**src/design/itp_pkg.sv**
```systemverilog
// ----------------------------------------------------------------------------
// itp_pkg
// Shared types, character codes, error codes and helper functions for the
// infix to postfix converter.
// ----------------------------------------------------------------------------
package itp_pkg;

	// Default operator stack depth
	localparam int STACK_DEPTH_DEF = 32;

	// Field widths
	localparam int CHAR_W = 8;
	localparam int ERR_W  = 2;

	// Character codes
	localparam logic [CHAR_W-1:0] CH_PLUS   = 8'h2B;
	localparam logic [CHAR_W-1:0] CH_MINUS  = 8'h2D;
	localparam logic [CHAR_W-1:0] CH_STAR   = 8'h2A;
	localparam logic [CHAR_W-1:0] CH_SLASH  = 8'h2F;
	localparam logic [CHAR_W-1:0] CH_CARET  = 8'h5E;
	localparam logic [CHAR_W-1:0] CH_LPAREN = 8'h28;
	localparam logic [CHAR_W-1:0] CH_RPAREN = 8'h29;
	localparam logic [CHAR_W-1:0] CH_NUL    = 8'h00;
	localparam logic [CHAR_W-1:0] CH_UC_A   = 8'h41;
	localparam logic [CHAR_W-1:0] CH_UC_Z   = 8'h5A;
	localparam logic [CHAR_W-1:0] CH_LC_A   = 8'h61;
	localparam logic [CHAR_W-1:0] CH_LC_Z   = 8'h7A;

	// Error codes
	localparam logic [ERR_W-1:0] ERR_NONE      = 2'd0;
	localparam logic [ERR_W-1:0] ERR_UNMATCHED = 2'd1;
	localparam logic [ERR_W-1:0] ERR_OVERFLOW  = 2'd2;

	// Converter control states
	typedef enum logic {
		ST_IDLE,
		ST_WORK
	} state_t;

	// Stack action decided in the current cycle
	typedef struct packed {
		logic              emit;
		logic              pop;
		logic              push;
		logic              done;
		logic [CHAR_W-1:0] chr;
		logic              term;
		logic [ERR_W-1:0]  err;
	} action_t;

	// Precedence rank: 0 for unknown characters, then 1..3
	function automatic logic [1:0] prec_rank(input logic [CHAR_W-1:0] c);
		logic [1:0] r;
		case (c)
			CH_PLUS, CH_MINUS: r = 2'd1;
			CH_STAR, CH_SLASH: r = 2'd2;
			CH_CARET:          r = 2'd3;
			default:           r = 2'd0;
		endcase
		return r;
	endfunction

	function automatic logic is_letter(input logic [CHAR_W-1:0] c);
		return ((c >= CH_LC_A) && (c <= CH_LC_Z)) || ((c >= CH_UC_A) && (c <= CH_UC_Z));
	endfunction

endpackage

```
**src/design/itp_in_if.sv**
```systemverilog
// ----------------------------------------------------------------------------
// itp_in_if
// Input channel: one infix character or an end-of-expression mark.
// ----------------------------------------------------------------------------
interface itp_in_if;
	import itp_pkg::*;

	logic              valid;
	logic              ready;
	logic [CHAR_W-1:0] char_in;
	logic              end_of_expr;

	modport source (output valid, output char_in, output end_of_expr, input ready);
	modport sink (input valid, input char_in, input end_of_expr, output ready);

endinterface

```
**src/design/itp_out_if.sv**
```systemverilog
// ----------------------------------------------------------------------------
// itp_out_if
// Output channel: one postfix character, terminator or error result.
// ----------------------------------------------------------------------------
interface itp_out_if;
	import itp_pkg::*;

	logic              valid;
	logic              ready;
	logic [CHAR_W-1:0] char_out;
	logic              is_terminator;
	logic [ERR_W-1:0]  error_code;

	modport source (output valid, output char_out, output is_terminator, output error_code,
		input ready);
	modport sink (input valid, input char_out, input is_terminator, input error_code,
		output ready);

endinterface

```
**src/design/itp_ram.sv**
```systemverilog
// ----------------------------------------------------------------------------
// itp_ram
// Generic single-clock RAM, one write port and one read port, registered read.
// ----------------------------------------------------------------------------
module itp_ram #(
	parameter int WIDTH = 8,
	parameter int DEPTH = 32
) (
	input  logic                     clk,
	input  logic                     we,
	input  logic [$clog2(DEPTH)-1:0] waddr,
	input  logic [WIDTH-1:0]         wdata,
	input  logic [$clog2(DEPTH)-1:0] raddr,
	output logic [WIDTH-1:0]         rdata
);

	logic [WIDTH-1:0] mem_q [DEPTH];

	// Write and registered read
	always_ff @(posedge clk) begin
		if (we) begin
			mem_q[waddr] <= wdata;
		end
		rdata <= mem_q[raddr];
	end

endmodule

```
**src/design/infix_to_postfix_converter.sv**
```systemverilog
// Flow: an item is taken only in the idle state, so no new item is accepted until
//   the last one is done. Each work cycle that the output does not stall pops one
//   stack entry or closes the item with a push, an emit or the pop of a matching
//   open parenthesis; an end mark pops every entry, then emits the terminator.
// Reset: state, stack count and output valid clear; the stack RAM is not cleared.
// ----------------------------------------------------------------------------
// infix_to_postfix_converter
// Shunting-yard converter: operator stack kept in a RAM with the top entry
// cached in a register and the entry below it prefetched every cycle.
// ----------------------------------------------------------------------------
module infix_to_postfix_converter #(
	parameter int STACK_DEPTH = itp_pkg::STACK_DEPTH_DEF
) (
	input logic      clk,
	input logic      arst_n,
	itp_in_if.sink   in_ch,
	itp_out_if.source out_ch
);
	import itp_pkg::*;

	localparam int AW = (STACK_DEPTH > 1) ? $clog2(STACK_DEPTH) : 1;
	localparam int CW = $clog2(STACK_DEPTH + 1);

	state_t            state_q, state_next;
	action_t           act;
	logic [CHAR_W-1:0] cur_char_q;
	logic              cur_end_q;
	logic [CW-1:0]     count_q, count_next;
	logic [CHAR_W-1:0] top_q;
	logic [CHAR_W-1:0] below_rdata;
	logic [AW-1:0]     rd_addr;
	logic [CW-1:0]     rd_diff;
	logic              adv;
	logic              has_entry;
	logic              full;
	logic              top_is_lparen;
	logic              out_valid_q;
	logic [CHAR_W-1:0] out_char_q;
	logic              out_term_q;
	logic [ERR_W-1:0]  out_err_q;

	assign adv           = !out_valid_q || out_ch.ready;
	assign has_entry     = (count_q != '0);
	assign full          = (count_q >= CW'(STACK_DEPTH));
	assign top_is_lparen = (top_q == CH_LPAREN);
	assign in_ch.ready   = (state_q == ST_IDLE);

	// Next state
	always_comb begin
		state_next = state_q;
		unique case (state_q)
			ST_IDLE: begin
				if (in_ch.valid) begin
					state_next = ST_WORK;
				end
			end
			ST_WORK: begin
				if (act.done) begin
					state_next = ST_IDLE;
				end
			end
			default: state_next = ST_IDLE;
		endcase
	end

	// Decide the stack action for this cycle
	always_comb begin
		act = '0;
		unique case (state_q)
			ST_IDLE: begin
				act = '0;
			end
			ST_WORK: begin
				if (adv) begin
					if (cur_end_q) begin
						if (has_entry) begin
							act.emit = 1'b1;
							act.pop  = 1'b1;
							act.chr  = top_q;
						end else begin
							act.emit = 1'b1;
							act.term = 1'b1;
							act.chr  = CH_NUL;
							act.done = 1'b1;
						end
					end else if (is_letter(cur_char_q)) begin
						act.emit = 1'b1;
						act.chr  = cur_char_q;
						act.done = 1'b1;
					end else if (cur_char_q == CH_RPAREN) begin
						if (has_entry && !top_is_lparen) begin
							act.emit = 1'b1;
							act.pop  = 1'b1;
							act.chr  = top_q;
						end else if (has_entry) begin
							act.pop  = 1'b1;
							act.done = 1'b1;
						end else begin
							act.emit = 1'b1;
							act.chr  = CH_NUL;
							act.err  = ERR_UNMATCHED;
							act.done = 1'b1;
						end
					end else if ((cur_char_q != CH_LPAREN) && has_entry && !top_is_lparen &&
						(prec_rank(cur_char_q) <= prec_rank(top_q))) begin
						act.emit = 1'b1;
						act.pop  = 1'b1;
						act.chr  = top_q;
					end else if (full) begin
						act.emit = 1'b1;
						act.chr  = CH_NUL;
						act.err  = ERR_OVERFLOW;
						act.done = 1'b1;
					end else begin
						act.push = 1'b1;
						act.done = 1'b1;
					end
				end
			end
			default: act = '0;
		endcase
	end

	// Next count and prefetch address of the entry below the new top
	always_comb begin
		count_next = count_q;
		if (act.push) begin
			count_next = count_q + CW'(1);
		end else if (act.pop) begin
			count_next = count_q - CW'(1);
		end
		rd_diff = count_next - CW'(2);
		rd_addr = (count_next >= CW'(2)) ? rd_diff[AW-1:0] : '0;
	end

	itp_ram #(
		.WIDTH (CHAR_W),
		.DEPTH (STACK_DEPTH)
	) u_stack_ram (
		.clk   (clk),
		.we    (act.push),
		.waddr (count_q[AW-1:0]),
		.wdata (cur_char_q),
		.raddr (rd_addr),
		.rdata (below_rdata)
	);

	// Control state
	always_ff @(posedge clk or negedge arst_n) begin
		if (!arst_n) begin
			state_q     <= ST_IDLE;
			count_q     <= '0;
			out_valid_q <= 1'b0;
		end else begin
			state_q <= state_next;
			count_q <= count_next;
			if (act.emit) begin
				out_valid_q <= 1'b1;
			end else if (out_ch.ready) begin
				out_valid_q <= 1'b0;
			end
		end
	end

	// Hold the current item, cached top and output payload
	always_ff @(posedge clk) begin
		if (in_ch.valid && in_ch.ready) begin
			cur_char_q <= in_ch.char_in;
			cur_end_q  <= in_ch.end_of_expr;
		end
		if (act.push) begin
			top_q <= cur_char_q;
		end else if (act.pop) begin
			top_q <= below_rdata;
		end
		if (act.emit) begin
			out_char_q <= act.chr;
			out_term_q <= act.term;
			out_err_q  <= act.err;
		end
	end

	assign out_ch.valid         = out_valid_q;
	assign out_ch.char_out      = out_char_q;
	assign out_ch.is_terminator = out_term_q;
	assign out_ch.error_code    = out_err_q;

endmodule

```
**src/flat_wrapper.sv**
```systemverilog
// flat-port wrapper written by rule: the top's interface ports become plain ports
module infix_to_postfix_converter_flat import itp_pkg::*;
#(
	parameter int STACK_DEPTH = itp_pkg::STACK_DEPTH_DEF
)
  (clk, arst_n, in_ch_valid, in_ch_char_in, in_ch_end_of_expr, in_ch_ready, out_ch_valid, out_ch_char_out, out_ch_is_terminator, out_ch_error_code, out_ch_ready);
  itp_in_if in_ch_i ();
  itp_out_if out_ch_i ();
  input logic clk;
  input logic arst_n;
  input wire logic [$bits(in_ch_i.valid)-1:0] in_ch_valid;
  input wire logic [$bits(in_ch_i.char_in)-1:0] in_ch_char_in;
  input wire logic [$bits(in_ch_i.end_of_expr)-1:0] in_ch_end_of_expr;
  output wire logic [$bits(in_ch_i.ready)-1:0] in_ch_ready;
  output wire logic [$bits(out_ch_i.valid)-1:0] out_ch_valid;
  output wire logic [$bits(out_ch_i.char_out)-1:0] out_ch_char_out;
  output wire logic [$bits(out_ch_i.is_terminator)-1:0] out_ch_is_terminator;
  output wire logic [$bits(out_ch_i.error_code)-1:0] out_ch_error_code;
  input wire logic [$bits(out_ch_i.ready)-1:0] out_ch_ready;
  assign in_ch_i.valid = in_ch_valid;
  assign in_ch_i.char_in = in_ch_char_in;
  assign in_ch_i.end_of_expr = in_ch_end_of_expr;
  assign in_ch_ready = in_ch_i.ready;
  assign out_ch_valid = out_ch_i.valid;
  assign out_ch_char_out = out_ch_i.char_out;
  assign out_ch_is_terminator = out_ch_i.is_terminator;
  assign out_ch_error_code = out_ch_i.error_code;
  assign out_ch_i.ready = out_ch_ready;
  infix_to_postfix_converter #(.STACK_DEPTH(STACK_DEPTH)) u_core (.clk(clk), .arst_n(arst_n), .in_ch(in_ch_i), .out_ch(out_ch_i));
endmodule
```
**config.mk**
```make
export PLATFORM = sky130hd
export DESIGN_NAME = infix_to_postfix_converter_flat
export DESIGN_NICKNAME = d
export VERILOG_FILES = /design/src/design/itp_pkg.sv /design/src/design/itp_in_if.sv /design/src/design/itp_out_if.sv /design/src/design/itp_ram.sv /design/src/design/infix_to_postfix_converter.sv /design/src/flat_wrapper.sv
export SDC_FILE = /design/constraint.sdc
export NUM_CORES = 1
export LEC_CHECK = 0
export BUFFER_PORTS_ARGS = -buffer_cell sky130_fd_sc_hd__buf_2
export CELL_PAD_IN_SITES_DETAIL_PLACEMENT = 0
export CELL_PAD_IN_SITES_GLOBAL_PLACEMENT = 2
export CORE_UTILIZATION = 47
export CTS_BUF_LIST = sky130_fd_sc_hd__clkbuf_8
export DETAILED_ROUTE_END_ITERATION = 6
export PLACE_DENSITY_LB_ADDON = 0.1
export SKIP_LAST_GASP = 1
export SLEW_MARGIN = 20
export SYNTH_ARGS = -nofsm -noshare
export SYNTH_HDL_FRONTEND = slang
export SYNTH_SLANG_ARGS = --single-unit
```
**constraint.sdc**
```tcl
create_clock -name clk -period 6.9 [get_ports clk]
set_input_delay 1.38 -clock clk [delete_from_list [all_inputs] [get_ports clk]]
set_output_delay 1.38 -clock clk [all_outputs]
set_load 0.05 [all_outputs]
```
==> flow_metrics.tcl <==
set metrics [dict create \
    clkPwrFrac_pct 21.1 \
    synth_nets 965 \
    cts_root_buf "clkbuf_8" \
    initial_core_util_pct 47.83 \
    tightest_slew_ns 1.063 \
    drt-initial-drc-count 855 \
    grt_pass1_wl_um 50340 \
    synthMuxAreaShare_pct 3.378 \
    clkSlewWorstSetupHoldPaths_ns 0.06 \
    async_flop_share_pct 2.667 \
    synth_top_area_cell "edfxtp_1" \
    grt_pass1_vias 8068 \
    run_status "completed" \
    start_kind "register" \
    power_mw 7.501 \
    worstSetupEndpoint "u_core.u_stack_ram.rdata[1]" \
    synth-main-ff-cell "edfxtp_1" \
    p_comb_share_pct 48.5 \
    critPathKind "reg2reg" \
    finalHoldViolations 0 \
    ant_nets 0 \
    synth_edf_count 284 \
    grt_start_max_net_pins 43 \
    cts-root-to-sink-buffers 3 \
    gp_congestion 0.8607 \
    synth_compound_area_share_pct 12.36 \
    worst_skew_pair.late_latency_ns 0.58 \
    synth_top_family_by_area "compound AO/OA/AOI/OAI gates" \
    cellLeakagePower_nw 4.840 \
    num-fill-cells 2259 \
    drt_first_pass_iters 5 \
    internal-power_mw 4.190 \
    fin_crit_sh_pct 87.96 \
    layout.nets 1019 \
    area.growth.synth_to_final_pct 11.79 \
    powerDensity_nw_per_um2 520.5 \
    maxSlewHeadroom_pct 28.86 \
    synth_common_cells "284 x edfxtp_1, 128 x nand2_1, 77 x nor2_1" \
    yosysWarnings 0 \
    dp_hpwl_um 21700 \
    netlist_area_um2 12890 \
    die-area_um2 28090 \
    drv_slew 0 \
    route.vias.total 8223 \
    finalSetupTns_ns 0 \
    postCtsSetupBuffers 0 \
    cpMaxStageDelayCell "o21ai_1" \
    synth.area.top_cells "edfxtp_1 66%, nand2_1 3.7%, mux2i_1 3.0%" \
    critPathArrivalTime_ns 6.56 \
    maxCapViolations 0 \
    yosysUniqueCellTypes 76 \
    netSwitchingPower_mw 3.312 \
    synth.top_cell.area_share_pct 66.16 \
    netlist_instances 945 \
    switching_share_pct 44.15 \
    ctsResizeCount 0 \
    r2r_end "u_core.u_stack_ram.rdata[1]" \
    rows 60 \
    worstPathCellList "buf_4 > nor2b_1 > nor4b_1 > a21oi_1 > nor2b_1 > ha_1 > nor2b_1 > o21ai_0 > nand4_4 > o21ai_1 > mux2i_1 > nand2_2 > buf_4 > a21oi_1 > o21ai_1 > a2111oi_0 > nor3_1 > o22a_1" \
    synthAdderAreaFrac_pct 0.6795 \
    rr_startpoint "u_core.cur_char_q[7]" \
    vias_per_cell 5.954 \
    cp_common_cell "nor2b_1" \
    path_max_fanout 35 \
    insertedDiodeCount 0 \
    reg2reg_slack_ns 0.83 \
    dieWidth_um 167.6 \
    cp-startpoint "u_core.cur_char_q[7]" \
    setup_violations 0 \
    end_kind "register" \
    top_level_ports 26 \
    seq_area_frac_synth_pct 68.96 \
    ys_seq_elements 300 \
    reg2reg_depth 18 \
    cp.required_ns 7.39 \
    fmax_ghz 0.1648 \
    drive_above_1_share_pct 14.52 \
    numCtsBuffers 49 \
    synth_xor_xnor_area_share_pct 0.4853 \
    wire_per_inst_um 24.19 \
    drc 0 \
    cts.htree.levels 2 \
    cts.sinks 300 \
    p_seq_share_pct 30.4 \
    final_core_util_pct 53.47 \
    grt_usage_pct 24.32 \
    antenna_found_initial 0 \
    gr-total-overflow 0 \
    fp.dieH_um 167.6 \
    yosys.area_share.simple_pct 11.90 \
    port_buffers 25 \
    cts_tree "built" \
    rsz0062_at_grt "no" \
    syn_area_per_cell_um2 13.64 \
    min_period_ns 6.069 \
    peakVddDrop_mv 0.3170 \
    yosysMostFrequentCell "edfxtp_1" \
    holdCritPathClass "reg2reg" \
    cts_hold_buf 0 \
    totalWireLength_um 33410 \
    skew_ns 0.03492 \
    fp.coreArea_um2 26950 \
    critPathMaxStageDelay_ns 0.82 \
]
[per-layer routing]
| layer | share of wire [%] | track usage (%) | vias to the layer above |
|---|---|---|---|
| li1 | - | - | 3765 |
| met1 | 46 | 34.99 | 4108 |
| met2 | 46 | 38.13 | 299 |
| met3 | 6.0 | 4.207 | 51 |
| met4 | 2.1 | 6.781 | 0 |
| met5 | 0 | 0 | - |
[cell families after synthesis]
logic type	Yosys count
flip-flops	300
buffers and inverters	59
adder cells (fa/ha/maj)	7
AO/OA/AOI/OAI	217
multiplexers	43
XOR/XNOR	5
AND/OR/NAND/NOR	314
[state kept, by name (all words and copies together) (netlist names), 2 cells and up]
signal and count:
u_core.top_q 8, u_core.count_q 6, u_core.cur_char_q 8, u_core.out_ch.error_code 2, u_core.out_ch.char_out 8, u_core.u_stack_ram.mem_q 256
u_core.u_stack_ram.rdata 8
[cell usage in the layout (no fill, tap or decap), drive strengths merged, types with 5 or more instances in the layout]
master,Yosys,final
a2111oi,7,7
a211oi,45,45
a21oi,42,42
a22oi,14,14
a311oi,8,8
a31oi,6,6
and2,22,22
and3,6,6
buf,24,49
clkbuf,22,55
clkinv,0,17
dfrtp,8,8
dfxtp,8,8
edfxtp,284,284
ha,7,7
inv,13,28
mux2i,39,39
nand2,128,128
nand3,12,12
nor2,78,78
nor3,19,19
nor4,11,11
nor4b,5,5
o211ai,8,8
o21ai,36,36
o22a,8,8
o2bb2ai,18,18
or3,13,13
[through the flow]
step	area, um2	worst slack, ns	hold slack, ns	instances
after floorplan	12890	1.388	0.4744	945
after global placement	13390	0.7602	0.5421	1289
after global routing	14410	0.4885	0.5640	1381
after detailed placement	13390	0.8177	0.5446	1289
final	14410	0.8310	0.5384	1381
after CTS	14410	0.9121	0.5574	1381
[worst min-delay path by stage]
stage                                start              end  slack, ns  depth (start not counted)
2_1_floorplan  u_core.u_stack_ram.rdata[4]  u_core.top_q[4]       0.47                          2
3_3_place_gp   u_core.u_stack_ram.rdata[7]  u_core.top_q[7]       0.54                          2
3_5_place_dp   u_core.u_stack_ram.rdata[7]  u_core.top_q[7]       0.54                          2
4_1_cts        u_core.u_stack_ram.rdata[7]  u_core.top_q[7]       0.56                          2
5_1_grt        u_core.u_stack_ram.rdata[1]  u_core.top_q[1]       0.56                          2
6_report       u_core.u_stack_ram.rdata[1]  u_core.top_q[1]       0.54                          2
[final cells by class]
type	instances	area (um2)	share of cell area [%]
multi-input combinational	586	3719	25.81
inverter	13	48.80	0.3386
sequential	300	8889	61.68
tap	341	426.7	2.961
timing repair buffer	49	305.3	2.119
clock inverter	37	265.3	1.841
clock buffer	55	757.0	5.253
[power groups by stage]
stage                     registers (mW)  logic [mW]  clock network (mW)
after global placement              2.32        3.60                   0
after floorplan                     2.38        2.37                   0
final                               2.28        3.64                1.58
after CTS                           2.28        3.62                1.61
after detailed placement            2.32        3.61                   0
after global routing                2.30        3.92                1.68
[worst max-delay path: cells and delay by family (launching register included)]
| family | cells | cell delay (ns) |
|---|---|---|
| simple gates | 7 | 2.05 |
| fa+ha+maj | 1 | 0.24 |
| mux | 1 | 0.14 |
| flops | 1 | 0.38 |
| buf+inv | 2 | 0.78 |
| compound gates | 7 | 2.35 |
(Power assumes the default switching activity.)
